### src/rtl/amrsh_pkg.sv
`timescale 1ns / 1ps
// ----------------------------------------------------------------------------
// amrsh_pkg
// Shared types and constants for the AM retransmission segment header builder.
// ----------------------------------------------------------------------------
package amrsh_pkg;

    localparam int IN_TDATA_W      = 88;
    localparam int OUT_TDATA_W     = 80;
    localparam int OUT_TUSER_W     = 4;
    localparam int QUEUE_DEPTH_DEF = 4;

    typedef enum logic [1:0] {
        ST_OK          = 2'd0,
        ST_ZERO_LEN    = 2'd1,
        ST_BEYOND_SDU  = 2'd2,
        ST_GRANT_SMALL = 2'd3
    } status_t;

    typedef enum logic [1:0] {
        SI_FULL   = 2'd0,
        SI_FIRST  = 2'd1,
        SI_LAST   = 2'd2,
        SI_MIDDLE = 2'd3
    } seg_info_t;

    typedef struct packed {
        logic [15:0] grant_length;
        logic [15:0] sdu_length;
        logic [15:0] seg_length;
        logic [15:0] seg_offset;
        logic [17:0] seq_number;
    } req_t;

    typedef struct packed {
        status_t     status;
        seg_info_t   seg_info;
        logic [7:0]  byte0;
        logic [15:0] sn_low;
        logic [15:0] seg_offset;
        logic        sn_18;
        logic [2:0]  last_idx;
        logic [15:0] payload_length;
        logic [16:0] pdu_length;
        logic [15:0] next_offset;
        logic [15:0] remaining_length;
    } desc_t;

endpackage

### src/rtl/amrsh_front.sv
`timescale 1ns / 1ps
// ----------------------------------------------------------------------------
// amrsh_front
// Two-stage request classifier: checks the request, fits the payload to the
// grant and builds one header descriptor per request.
// ----------------------------------------------------------------------------
module amrsh_front
(
    input  logic              clk,
    input  logic              rst_n,
    input  logic              sn_18,
    input  logic              in_valid,
    output logic              in_ready,
    input  amrsh_pkg::req_t   in_req,
    output logic              out_valid,
    input  logic              out_ready,
    output amrsh_pkg::desc_t  out_desc
);
    import amrsh_pkg::*;

    logic        a_valid_reg;
    logic        a_valid_next;
    req_t        a_req_reg;
    logic        a_ready;

    logic        b_valid_reg;
    logic        b_valid_next;
    req_t        b_req_reg;
    logic        b_zero_reg;
    logic        b_beyond_reg;
    logic        b_small_reg;
    logic        b_so_nz_reg;
    logic [2:0]  b_hdr_reg;
    logic [15:0] b_avail_reg;
    logic        b_ready;

    logic        a_so_nz;
    logic [2:0]  a_hdr;
    logic [16:0] a_end;
    logic        a_beyond;
    logic        a_small;
    logic [15:0] a_avail;

    logic [15:0] pay;
    logic [16:0] sum_next;
    logic        sdu_done;
    seg_info_t   si;
    status_t     st;
    logic [3:0]  nib;

    assign b_ready  = !b_valid_reg || out_ready;
    assign a_ready  = !a_valid_reg || b_ready;
    assign in_ready = a_ready;

    always_comb
    begin
        a_so_nz  = |a_req_reg.seg_offset;
        a_hdr    = (sn_18 ? 3'd3 : 3'd2) + (a_so_nz ? 3'd2 : 3'd0);
        a_end    = {1'b0, a_req_reg.seg_offset} + {1'b0, a_req_reg.seg_length};
        a_beyond = a_end > {1'b0, a_req_reg.sdu_length};
        a_small  = a_req_reg.grant_length <= {13'd0, a_hdr};
        a_avail  = a_req_reg.grant_length - {13'd0, a_hdr};
    end

    always_comb
    begin
        a_valid_next = a_valid_reg;
        if (a_ready)
        begin
            a_valid_next = in_valid;
        end
        b_valid_next = b_valid_reg;
        if (b_ready)
        begin
            b_valid_next = a_valid_reg;
        end
    end

    always_ff @(posedge clk or negedge rst_n)
    begin
        if (!rst_n)
        begin
            a_valid_reg <= 1'b0;
            b_valid_reg <= 1'b0;
        end
        else
        begin
            a_valid_reg <= a_valid_next;
            b_valid_reg <= b_valid_next;
        end
    end

    always_ff @(posedge clk)
    begin
        if (a_ready && in_valid)
        begin
            a_req_reg <= in_req;
        end
        if (b_ready && a_valid_reg)
        begin
            b_req_reg    <= a_req_reg;
            b_zero_reg   <= a_req_reg.seg_length == 16'd0;
            b_beyond_reg <= a_beyond;
            b_small_reg  <= a_small;
            b_so_nz_reg  <= a_so_nz;
            b_hdr_reg    <= a_hdr;
            b_avail_reg  <= a_avail;
        end
    end

    always_comb
    begin
        pay      = (b_req_reg.seg_length < b_avail_reg) ? b_req_reg.seg_length : b_avail_reg;
        sum_next = {1'b0, b_req_reg.seg_offset} + {1'b0, pay};
        sdu_done = sum_next >= {1'b0, b_req_reg.sdu_length};
        if (b_so_nz_reg)
        begin
            si = sdu_done ? SI_LAST : SI_MIDDLE;
        end
        else
        begin
            si = sdu_done ? SI_FULL : SI_FIRST;
        end
        if (b_zero_reg)
        begin
            st = ST_ZERO_LEN;
        end
        else if (b_beyond_reg)
        begin
            st = ST_BEYOND_SDU;
        end
        else if (b_small_reg)
        begin
            st = ST_GRANT_SMALL;
        end
        else
        begin
            st = ST_OK;
        end
        nib = sn_18 ? {2'b00, b_req_reg.seq_number[17:16]} : b_req_reg.seq_number[11:8];

        out_desc.status     = st;
        out_desc.sn_low     = b_req_reg.seq_number[15:0];
        out_desc.seg_offset = b_req_reg.seg_offset;
        out_desc.sn_18      = sn_18;
        if (st == ST_OK)
        begin
            out_desc.seg_info         = si;
            out_desc.byte0            = {2'b10, si, nib};
            out_desc.last_idx         = b_hdr_reg - 3'd1;
            out_desc.payload_length   = pay;
            out_desc.pdu_length       = {1'b0, pay} + {14'd0, b_hdr_reg};
            out_desc.next_offset      = sum_next[16] ? 16'hffff : sum_next[15:0];
            out_desc.remaining_length = b_req_reg.seg_length - pay;
        end
        else
        begin
            out_desc.seg_info         = SI_FULL;
            out_desc.byte0            = 8'd0;
            out_desc.last_idx         = 3'd0;
            out_desc.payload_length   = 16'd0;
            out_desc.pdu_length       = 17'd0;
            out_desc.next_offset      = b_req_reg.seg_offset;
            out_desc.remaining_length = b_req_reg.seg_length;
        end
    end

    assign out_valid = b_valid_reg;

endmodule

### src/rtl/amrsh_queue.sv
`timescale 1ns / 1ps
// ----------------------------------------------------------------------------
// amrsh_queue
// Short descriptor queue between the classifier and the header emitter.
// ----------------------------------------------------------------------------
module amrsh_queue
#(
    parameter int DEPTH = amrsh_pkg::QUEUE_DEPTH_DEF
)
(
    input  logic              clk,
    input  logic              rst_n,
    input  logic              wr_valid,
    output logic              wr_ready,
    input  amrsh_pkg::desc_t  wr_desc,
    output logic              rd_valid,
    input  logic              rd_ready,
    output amrsh_pkg::desc_t  rd_desc
);
    import amrsh_pkg::*;

    localparam int PTR_W = (DEPTH > 1) ? $clog2(DEPTH) : 1;
    localparam int CNT_W = PTR_W + 1;

    desc_t              mem_reg [DEPTH];
    logic [PTR_W-1:0]   wr_ptr_reg;
    logic [PTR_W-1:0]   wr_ptr_next;
    logic [PTR_W-1:0]   rd_ptr_reg;
    logic [PTR_W-1:0]   rd_ptr_next;
    logic [CNT_W-1:0]   count_reg;
    logic [CNT_W-1:0]   count_next;
    logic               push;
    logic               pop;

    assign wr_ready = count_reg != CNT_W'(DEPTH);
    assign rd_valid = count_reg != '0;
    assign rd_desc  = mem_reg[rd_ptr_reg];
    assign push     = wr_valid && wr_ready;
    assign pop      = rd_valid && rd_ready;

    always_comb
    begin
        wr_ptr_next = wr_ptr_reg;
        rd_ptr_next = rd_ptr_reg;
        count_next  = count_reg;
        if (push)
        begin
            wr_ptr_next = (wr_ptr_reg == PTR_W'(DEPTH - 1)) ? '0 : wr_ptr_reg + 1'b1;
        end
        if (pop)
        begin
            rd_ptr_next = (rd_ptr_reg == PTR_W'(DEPTH - 1)) ? '0 : rd_ptr_reg + 1'b1;
        end
        if (push && !pop)
        begin
            count_next = count_reg + 1'b1;
        end
        else if (pop && !push)
        begin
            count_next = count_reg - 1'b1;
        end
    end

    always_ff @(posedge clk or negedge rst_n)
    begin
        if (!rst_n)
        begin
            wr_ptr_reg <= '0;
            rd_ptr_reg <= '0;
            count_reg  <= '0;
        end
        else
        begin
            wr_ptr_reg <= wr_ptr_next;
            rd_ptr_reg <= rd_ptr_next;
            count_reg  <= count_next;
        end
    end

    always_ff @(posedge clk)
    begin
        if (push)
        begin
            mem_reg[wr_ptr_reg] <= wr_desc;
        end
    end

endmodule

### src/rtl/amrsh_back.sv
`timescale 1ns / 1ps
// ----------------------------------------------------------------------------
// amrsh_back
// Header emitter: walks one descriptor byte by byte into the output register.
// ----------------------------------------------------------------------------
module amrsh_back
(
    input  logic                                  clk,
    input  logic                                  rst_n,
    input  logic                                  q_valid,
    output logic                                  q_ready,
    input  amrsh_pkg::desc_t                      q_desc,
    output logic                                  m_axis_tvalid,
    input  logic                                  m_axis_tready,
    output logic [amrsh_pkg::OUT_TDATA_W-1:0]     m_axis_tdata,
    output logic [amrsh_pkg::OUT_TUSER_W-1:0]     m_axis_tuser,
    output logic                                  m_axis_tlast
);
    import amrsh_pkg::*;

    logic                   cur_valid_reg;
    logic                   cur_valid_next;
    desc_t                  cur_desc_reg;
    logic [2:0]             idx_reg;
    logic [2:0]             idx_next;
    logic                   out_valid_reg;
    logic                   out_valid_next;
    logic [OUT_TDATA_W-1:0] out_data_reg;
    logic [OUT_TUSER_W-1:0] out_user_reg;
    logic                   out_last_reg;

    logic                   load_out;
    logic                   is_last;
    logic                   pop;
    logic [2:0]             pos;
    logic [7:0]             hdr_byte;

    assign load_out = cur_valid_reg && (!out_valid_reg || m_axis_tready);
    assign is_last  = idx_reg == cur_desc_reg.last_idx;
    assign pop      = q_valid && (!cur_valid_reg || (load_out && is_last));
    assign q_ready  = !cur_valid_reg || (load_out && is_last);

    always_comb
    begin
        pos = cur_desc_reg.sn_18 ? idx_reg : idx_reg + 3'd1;
        if (idx_reg == 3'd0)
        begin
            hdr_byte = cur_desc_reg.byte0;
        end
        else
        begin
            case (pos)
                3'd1:    hdr_byte = cur_desc_reg.sn_low[15:8];
                3'd2:    hdr_byte = cur_desc_reg.sn_low[7:0];
                3'd3:    hdr_byte = cur_desc_reg.seg_offset[15:8];
                3'd4:    hdr_byte = cur_desc_reg.seg_offset[7:0];
                default: hdr_byte = 8'd0;
            endcase
        end
    end

    always_comb
    begin
        cur_valid_next = cur_valid_reg;
        idx_next       = idx_reg;
        out_valid_next = out_valid_reg;
        if (m_axis_tready)
        begin
            out_valid_next = 1'b0;
        end
        if (load_out)
        begin
            out_valid_next = 1'b1;
            idx_next       = idx_reg + 3'd1;
            if (is_last)
            begin
                cur_valid_next = 1'b0;
            end
        end
        if (pop)
        begin
            cur_valid_next = 1'b1;
            idx_next       = 3'd0;
        end
    end

    always_ff @(posedge clk or negedge rst_n)
    begin
        if (!rst_n)
        begin
            cur_valid_reg <= 1'b0;
            idx_reg       <= 3'd0;
            out_valid_reg <= 1'b0;
        end
        else
        begin
            cur_valid_reg <= cur_valid_next;
            idx_reg       <= idx_next;
            out_valid_reg <= out_valid_next;
        end
    end

    always_ff @(posedge clk)
    begin
        if (pop)
        begin
            cur_desc_reg <= q_desc;
        end
        if (load_out)
        begin
            out_data_reg <= {7'd0,
                             cur_desc_reg.remaining_length,
                             cur_desc_reg.next_offset,
                             cur_desc_reg.pdu_length,
                             cur_desc_reg.payload_length,
                             hdr_byte};
            out_user_reg <= {cur_desc_reg.seg_info, cur_desc_reg.status};
            out_last_reg <= is_last;
        end
    end

    assign m_axis_tvalid = out_valid_reg;
    assign m_axis_tdata  = out_data_reg;
    assign m_axis_tuser  = out_user_reg;
    assign m_axis_tlast  = out_last_reg;

endmodule

### src/rtl/am_retx_segment_header_builder_core.sv
`timescale 1ns / 1ps
// Throughput: one byte per cycle unless the output stalls, so an accepted request
// holds the output for two to five bytes, one byte for a rejected request.
// The front accepts a new request every cycle while the descriptor queue has room.
// Reset (rst_n low, asynchronous) empties all stages and selects the 12-bit SN header.
// ----------------------------------------------------------------------------
// am_retx_segment_header_builder_core
// AM data PDU header builder for retransmission requests: classifier, queue
// and byte emitter.
// ----------------------------------------------------------------------------
module am_retx_segment_header_builder_core
#(
    parameter int QUEUE_DEPTH = amrsh_pkg::QUEUE_DEPTH_DEF
)
(
    input  logic                               clk,
    input  logic                               rst_n,
    input  logic                               cfg_valid,
    output logic                               cfg_ready,
    input  logic                               cfg_data,
    input  logic                               s_axis_tvalid,
    output logic                               s_axis_tready,
    // seq_number[17:0], seg_offset[33:18], seg_length[49:34],
    // sdu_length[65:50], grant_length[81:66], zero fill above.
    input  logic [amrsh_pkg::IN_TDATA_W-1:0]   s_axis_tdata,
    output logic                               m_axis_tvalid,
    input  logic                               m_axis_tready,
    // header_byte[7:0], payload_length[23:8], pdu_length[40:24],
    // next_offset[56:41], remaining_length[72:57], zero fill above.
    output logic [amrsh_pkg::OUT_TDATA_W-1:0]  m_axis_tdata,
    // status[1:0], segment_info[3:2].
    output logic [amrsh_pkg::OUT_TUSER_W-1:0]  m_axis_tuser,
    output logic                               m_axis_tlast
);
    import amrsh_pkg::*;

    logic  sn_18_reg;
    req_t  in_req;
    logic  f_valid;
    logic  f_ready;
    desc_t f_desc;
    logic  q_valid;
    logic  q_ready;
    desc_t q_desc;

    assign cfg_ready = 1'b1;

    always_ff @(posedge clk or negedge rst_n)
    begin
        if (!rst_n)
        begin
            sn_18_reg <= 1'b0;
        end
        else if (cfg_valid)
        begin
            sn_18_reg <= cfg_data;
        end
    end

    assign in_req = s_axis_tdata[$bits(req_t)-1:0];

    amrsh_front u_front
    (
        .clk       (clk),
        .rst_n     (rst_n),
        .sn_18     (sn_18_reg),
        .in_valid  (s_axis_tvalid),
        .in_ready  (s_axis_tready),
        .in_req    (in_req),
        .out_valid (f_valid),
        .out_ready (f_ready),
        .out_desc  (f_desc)
    );

    amrsh_queue
    #(
        .DEPTH (QUEUE_DEPTH)
    )
    u_queue
    (
        .clk      (clk),
        .rst_n    (rst_n),
        .wr_valid (f_valid),
        .wr_ready (f_ready),
        .wr_desc  (f_desc),
        .rd_valid (q_valid),
        .rd_ready (q_ready),
        .rd_desc  (q_desc)
    );

    amrsh_back u_back
    (
        .clk           (clk),
        .rst_n         (rst_n),
        .q_valid       (q_valid),
        .q_ready       (q_ready),
        .q_desc        (q_desc),
        .m_axis_tvalid (m_axis_tvalid),
        .m_axis_tready (m_axis_tready),
        .m_axis_tdata  (m_axis_tdata),
        .m_axis_tuser  (m_axis_tuser),
        .m_axis_tlast  (m_axis_tlast)
    );

endmodule
### config.mk
export PLATFORM = sky130hd
export DESIGN_NAME = am_retx_segment_header_builder_core
export DESIGN_NICKNAME = d
export VERILOG_FILES = /design/src/rtl/amrsh_pkg.sv /design/src/rtl/amrsh_front.sv /design/src/rtl/amrsh_queue.sv /design/src/rtl/amrsh_back.sv /design/src/rtl/am_retx_segment_header_builder_core.sv
export SDC_FILE = /design/constraint.sdc
export NUM_CORES = 1
export LEC_CHECK = 0
export ABC_CLOCK_PERIOD_IN_PS = 6600
export BUFFER_PORTS_ARGS = -buffer_cell sky130_fd_sc_hd__buf_2
export CORE_UTILIZATION = 61
export CTS_CLUSTER_DIAMETER = 120
export DETAILED_ROUTE_END_ITERATION = 16
export PLACE_DENSITY = 0.8
export SLEW_MARGIN = 5
export SYNTH_ARGS = -nofsm -noshare
export SYNTH_HDL_FRONTEND = slang
export SYNTH_HIERARCHICAL = 1
export SYNTH_SLANG_ARGS = --single-unit
### constraint.sdc
create_clock -name clk -period 6.6 [get_ports clk]
set_clock_uncertainty 0.1 [all_clocks]
set_input_delay 1.32 -clock clk [delete_from_list [all_inputs] [get_ports clk]]
set_output_delay 1.32 -clock clk [all_outputs]
set_load 0.01 [all_outputs]
==> results <==
- The post-route DRC violation count is 0.
- In the final design database the tool counted approximately 2,300 nets.
- The initial standard-cell utilization of the core is 62.34%.
- The met2 routing resource usage after global routing is 39.44%.
- The die footprint is roughly 56,000 µm².
- Of all nets on the critical path, the largest fanout is 14.
- After global routing the overflow that remains totals 0.
- The number of global-route vias before repair is ~17,000.
- The minimum period implied by the final worst setup slack is 6.117 ns.
- The leakage power total is 13.56 nW.
- The share of flip-flops with an asynchronous set or reset after synthesis is 1.812%.
- The number of resized instances in the post-cts repair step is 0.
- The run finished with clean final reports.
- The number of CTS-inserted buffers is a little over 80.
- Relative to the synthesized area, the layout overhead comes to 12.01%.
- Dividing the detail-routed wire length by the instance count gives ~24 µm.
- The class of the worst hold path is register to register.
- STA classifies the critical path endpoint as a register.
- Summing all placed instances gives a cell area of 35,140 µm².
- The maximum achievable frequency is about 0.16 GHz.
- The average instance in the mapped netlist occupies roughly 18 µm².
- The final core utilization is between 60% and 70%.
- The filler cells instantiated in the layout total 3,242.
- The via density per instance is ~6.
- Entering global routing, the biggest net connects 73 pins.
- The critical path start-end classification is register to register.
- Summed over all layers, the routed wires come to a little under 70,000 µm.
- The sequential area share after synthesis is between 70 and 80%.
- Max-cap violations in this run came to 0.
- The ratio of total power to cell area is 457.9 nW/µm².
- Setup repair after global routing left no endpoint under its margin.
- Across the VDD grid, the largest voltage drop is 0.0003140 V.
- The clock-pin slew reported for the worst setup and hold paths after clock tree synthesis is 0.06 ns.
- The clock insertion delay at the later pin of the skew report is about 0.65 ns.
- The final-report hold violation count is 0.
- The final HPWL from detailed placement is roughly 44,000 µm.
- Post-CTS timing repair inserted 0 buffers for setup.
- In this run the standard cell core region covers roughly 54,000 µm².
- The number of instances in the synthesized netlist is 1,860.
- Summed over all failing endpoints, the final setup total negative slack is 0 ns.
- The post-route clock period utilization is slightly above 90%.
- The post-route standard cell area excluding fillers is 37,870 µm².
- The worst endpoint required time is 6.99 ns.
- TritonCTS built the clock tree.
- The worst slew margin relative to its limit is 9.266%.
- The prevailing post-synth register cell is sky130_fd_sc_hd__edfxtp_1.
- The detail route stage leaves a number of antenna-violating nets equal to 0.
- Yosys printed 6 warnings.
- The synthesized flop and latch total is 828.
- The tightest hold path in the finished design has a slack of 0.3125 ns.
- At the pin with the least slew margin, the transition time is 1.352 ns.
- In the global route stage, met3 resource usage came out at between 3 and 4%.
- In this run the horizontal extent of the chip is 237.4 µm.
- Data on the critical path arrives at its endpoint at between 6 and 7 ns.
- The number of detailed-routing iterations run before antenna repair is 5.
- In this run the count of I/O pins placed on the die edge is about 180.
- The number of violations reported at the end of detailed-routing iteration 0 is 1,575.
- For this design, the CTS-stage hold fixing added 0 buffers.
- The die span in y is about 240 µm.
- 0 antenna diodes ended up in the layout.
- The number of I/O port buffers is 167.
- The kind of launch point of the worst setup path is a register.
- CTS saw 828 sinks.
- In this run the clock root is driven by a sky130_fd_sc_hd__clkbuf_16.
- The total standard cell area after synthesis is 33,810 µm².
- The clock passes through at most 3 buffers.
- Setup violations remaining at the end of the flow were counted as 0.
- The max-slew violation count is 0.
- After global routing, the most crowded layer is met2.
- The initial antenna violation count is 1.
- The first global-routing pass estimated around 100,000 µm of wire.
- Yosys mapped a number of flops with a built-in enable equal to 813.
- Across all layers, the routed design uses 17,160 vias.
- The fraction of final layout cells sized beyond drive strength 1 is about 22%.
- The total number of placement rows is between 80 and 90.
- The number of flip-flops in the largest register is 452.
- The met1 usage is approximately 36%.
- The global placer's final weighted congestion is 0.9065.
- The count of cell types in the netlist is between 70 and 80.
- The deepest level of the CTS H-tree is 3.
- In the global route stage, overall resource usage came out at between 20 and 25%.
-- Yosys cell counts (14+ instances only) --
master                       n  share of area, %
sky130_fd_sc_hd__edfxtp_1  813                72
sky130_fd_sc_hd__mux4_2    113               7.5
sky130_fd_sc_hd__ha_1      109               4.0
sky130_fd_sc_hd__inv_1      89              0.99
sky130_fd_sc_hd__nor2_1     84              0.93
sky130_fd_sc_hd__nand2_1    54              0.60
sky130_fd_sc_hd__buf_4      49               1.1
sky130_fd_sc_hd__o21ai_0    45              0.67
sky130_fd_sc_hd__xnor2_1    44               1.1
sky130_fd_sc_hd__a21oi_1    43              0.64
sky130_fd_sc_hd__mux2i_1    30              0.89
sky130_fd_sc_hd__nand3_1    25              0.37
sky130_fd_sc_hd__xor2_1     24              0.62
sky130_fd_sc_hd__a21o_1     18              0.40
sky130_fd_sc_hd__buf_2      18              0.27
sky130_fd_sc_hd__nand2b_1   16              0.30
sky130_fd_sc_hd__clkbuf_1   15              0.17
sky130_fd_sc_hd__dfrtp_1    15               1.1
sky130_fd_sc_hd__nor3_1     14              0.21
sky130_fd_sc_hd__o21a_1     14              0.31
sky130_fd_sc_hd__o22a_1     14              0.36
-- power by group --
group	internal [mW]	switching [mW]
combinational	1.88	2.67
sequential	7.48	0.626
clock	2.72	1.96
-- worst paths after layout --
check	start	end	slack, ns	cells past startpoint
max	u_front/b_req_reg[40]$_DFFE_PP_	u_queue/mem_reg[2][105]$_DFFE_PP_	0.48	23
min	u_back/cur_desc_reg[27]$_DFFE_PP_	u_back/m_axis_tdata[52]$_DFFE_PP_	0.31	0
max reg2reg	u_front/b_req_reg[40]$_DFFE_PP_	u_queue/mem_reg[2][105]$_DFFE_PP_	0.48	23
min reg2reg	u_back/cur_desc_reg[27]$_DFFE_PP_	u_back/m_axis_tdata[52]$_DFFE_PP_	0.31	0
max in group asynchronous	rst_n	u_queue/rd_ptr_reg[0]$_DFFE_PN0P_	5.61	1
min in group asynchronous	rst_n	u_queue/count_reg[1]$_DFFE_PN0P_	0.49	1
-- critical path, cell delays in order (launching register included) --
cell                        delay [ns]
sky130_fd_sc_hd__edfxtp_1         0.51
sky130_fd_sc_hd__ha_1             0.38
sky130_fd_sc_hd__and3_1           0.22
sky130_fd_sc_hd__a221oi_2         0.20
sky130_fd_sc_hd__o21ai_1          0.14
sky130_fd_sc_hd__a211oi_4         0.24
sky130_fd_sc_hd__buf_4            0.26
sky130_fd_sc_hd__mux2i_1          0.55
sky130_fd_sc_hd__inv_1            0.21
sky130_fd_sc_hd__ha_1             0.39
sky130_fd_sc_hd__a21oi_1          0.15
sky130_fd_sc_hd__o22ai_1          0.12
sky130_fd_sc_hd__nor2_1           0.16
sky130_fd_sc_hd__o21ai_1          0.12
sky130_fd_sc_hd__and3_1           0.22
sky130_fd_sc_hd__a211o_1          0.30
sky130_fd_sc_hd__a21oi_1          0.23
sky130_fd_sc_hd__xnor2_1          0.16
sky130_fd_sc_hd__ha_1             0.29
sky130_fd_sc_hd__o2111ai_1        0.12
sky130_fd_sc_hd__nor2_1           0.07
sky130_fd_sc_hd__o31a_1           0.12
sky130_fd_sc_hd__a2111oi_2        0.46
sky130_fd_sc_hd__buf_4            0.23
-- through the flow --
stage	power [mW]	instances	worst slack (ns)
after CTS	17.44	2813	0.2849
after floorplan	11.39	1866	0.8065
final	17.34	2813	0.4829
after global placement	12.48	2660	0.4456
after global routing	18.07	2813	0.08616
after detailed placement	12.70	2660	0.3395
-- final cells by class --
cell class / instances / area [µm²] / share of cell area (%)
inverters: 93 / 352.8 / 0.9316
repair buffers: 193 / 1044 / 2.755
well taps: 696 / 870.8 / 2.299
clock inverters: 53 / 569.3 / 1.503
clock buffers: 100 / 2162 / 5.709
multi-input cells: 850 / 8078 / 21.33
flip-flops and latches: 828 / 24800 / 65.47
-- cells by family after synthesis --
group	count (synthesis)	synth area share (%)
multiplexers	157	8.907
AND/OR/NAND/NOR	273	4.030
buffers and inverters	188	2.935
XOR/XNOR	68	1.761
flip-flops	828	73.32
other	3	0.03330
adder cells (fa/ha/maj)	115	4.389
AO/OA/AOI/OAI	228	4.630
-- cell usage in the layout (no fill, tap or decap), types with 12 or more instances in the layout --
master and count:
sky130_fd_sc_hd__clkbuf_16 84, sky130_fd_sc_hd__xor2_1 24, sky130_fd_sc_hd__edfxtp_1 813, sky130_fd_sc_hd__nand2b_1 16, sky130_fd_sc_hd__ha_1 109, sky130_fd_sc_hd__o21ai_1 13
sky130_fd_sc_hd__o21ai_0 45, sky130_fd_sc_hd__dfrtp_1 13, sky130_fd_sc_hd__o21a_1 14, sky130_fd_sc_hd__xnor2_1 44, sky130_fd_sc_hd__mux4_2 113, sky130_fd_sc_hd__buf_2 167
sky130_fd_sc_hd__nand2_1 54, sky130_fd_sc_hd__a21o_1 18, sky130_fd_sc_hd__nor2b_1 13, sky130_fd_sc_hd__inv_1 88, sky130_fd_sc_hd__nor2_1 84, sky130_fd_sc_hd__nor4_1 12
sky130_fd_sc_hd__o22a_1 14, sky130_fd_sc_hd__clkinv_1 19, sky130_fd_sc_hd__a21oi_1 43, sky130_fd_sc_hd__mux2i_1 30, sky130_fd_sc_hd__clkbuf_1 16, sky130_fd_sc_hd__nand3_1 25
sky130_fd_sc_hd__nor3_1 14, sky130_fd_sc_hd__buf_4 25
-- routing by layer --
metal	wire [µm]	part of all wire, %
met1	29040	42
met2	32710	48
met3	4385	6.4
met4	2223	3.3
met5	0	0
Note: power is estimated with default switching activity, not from simulation.
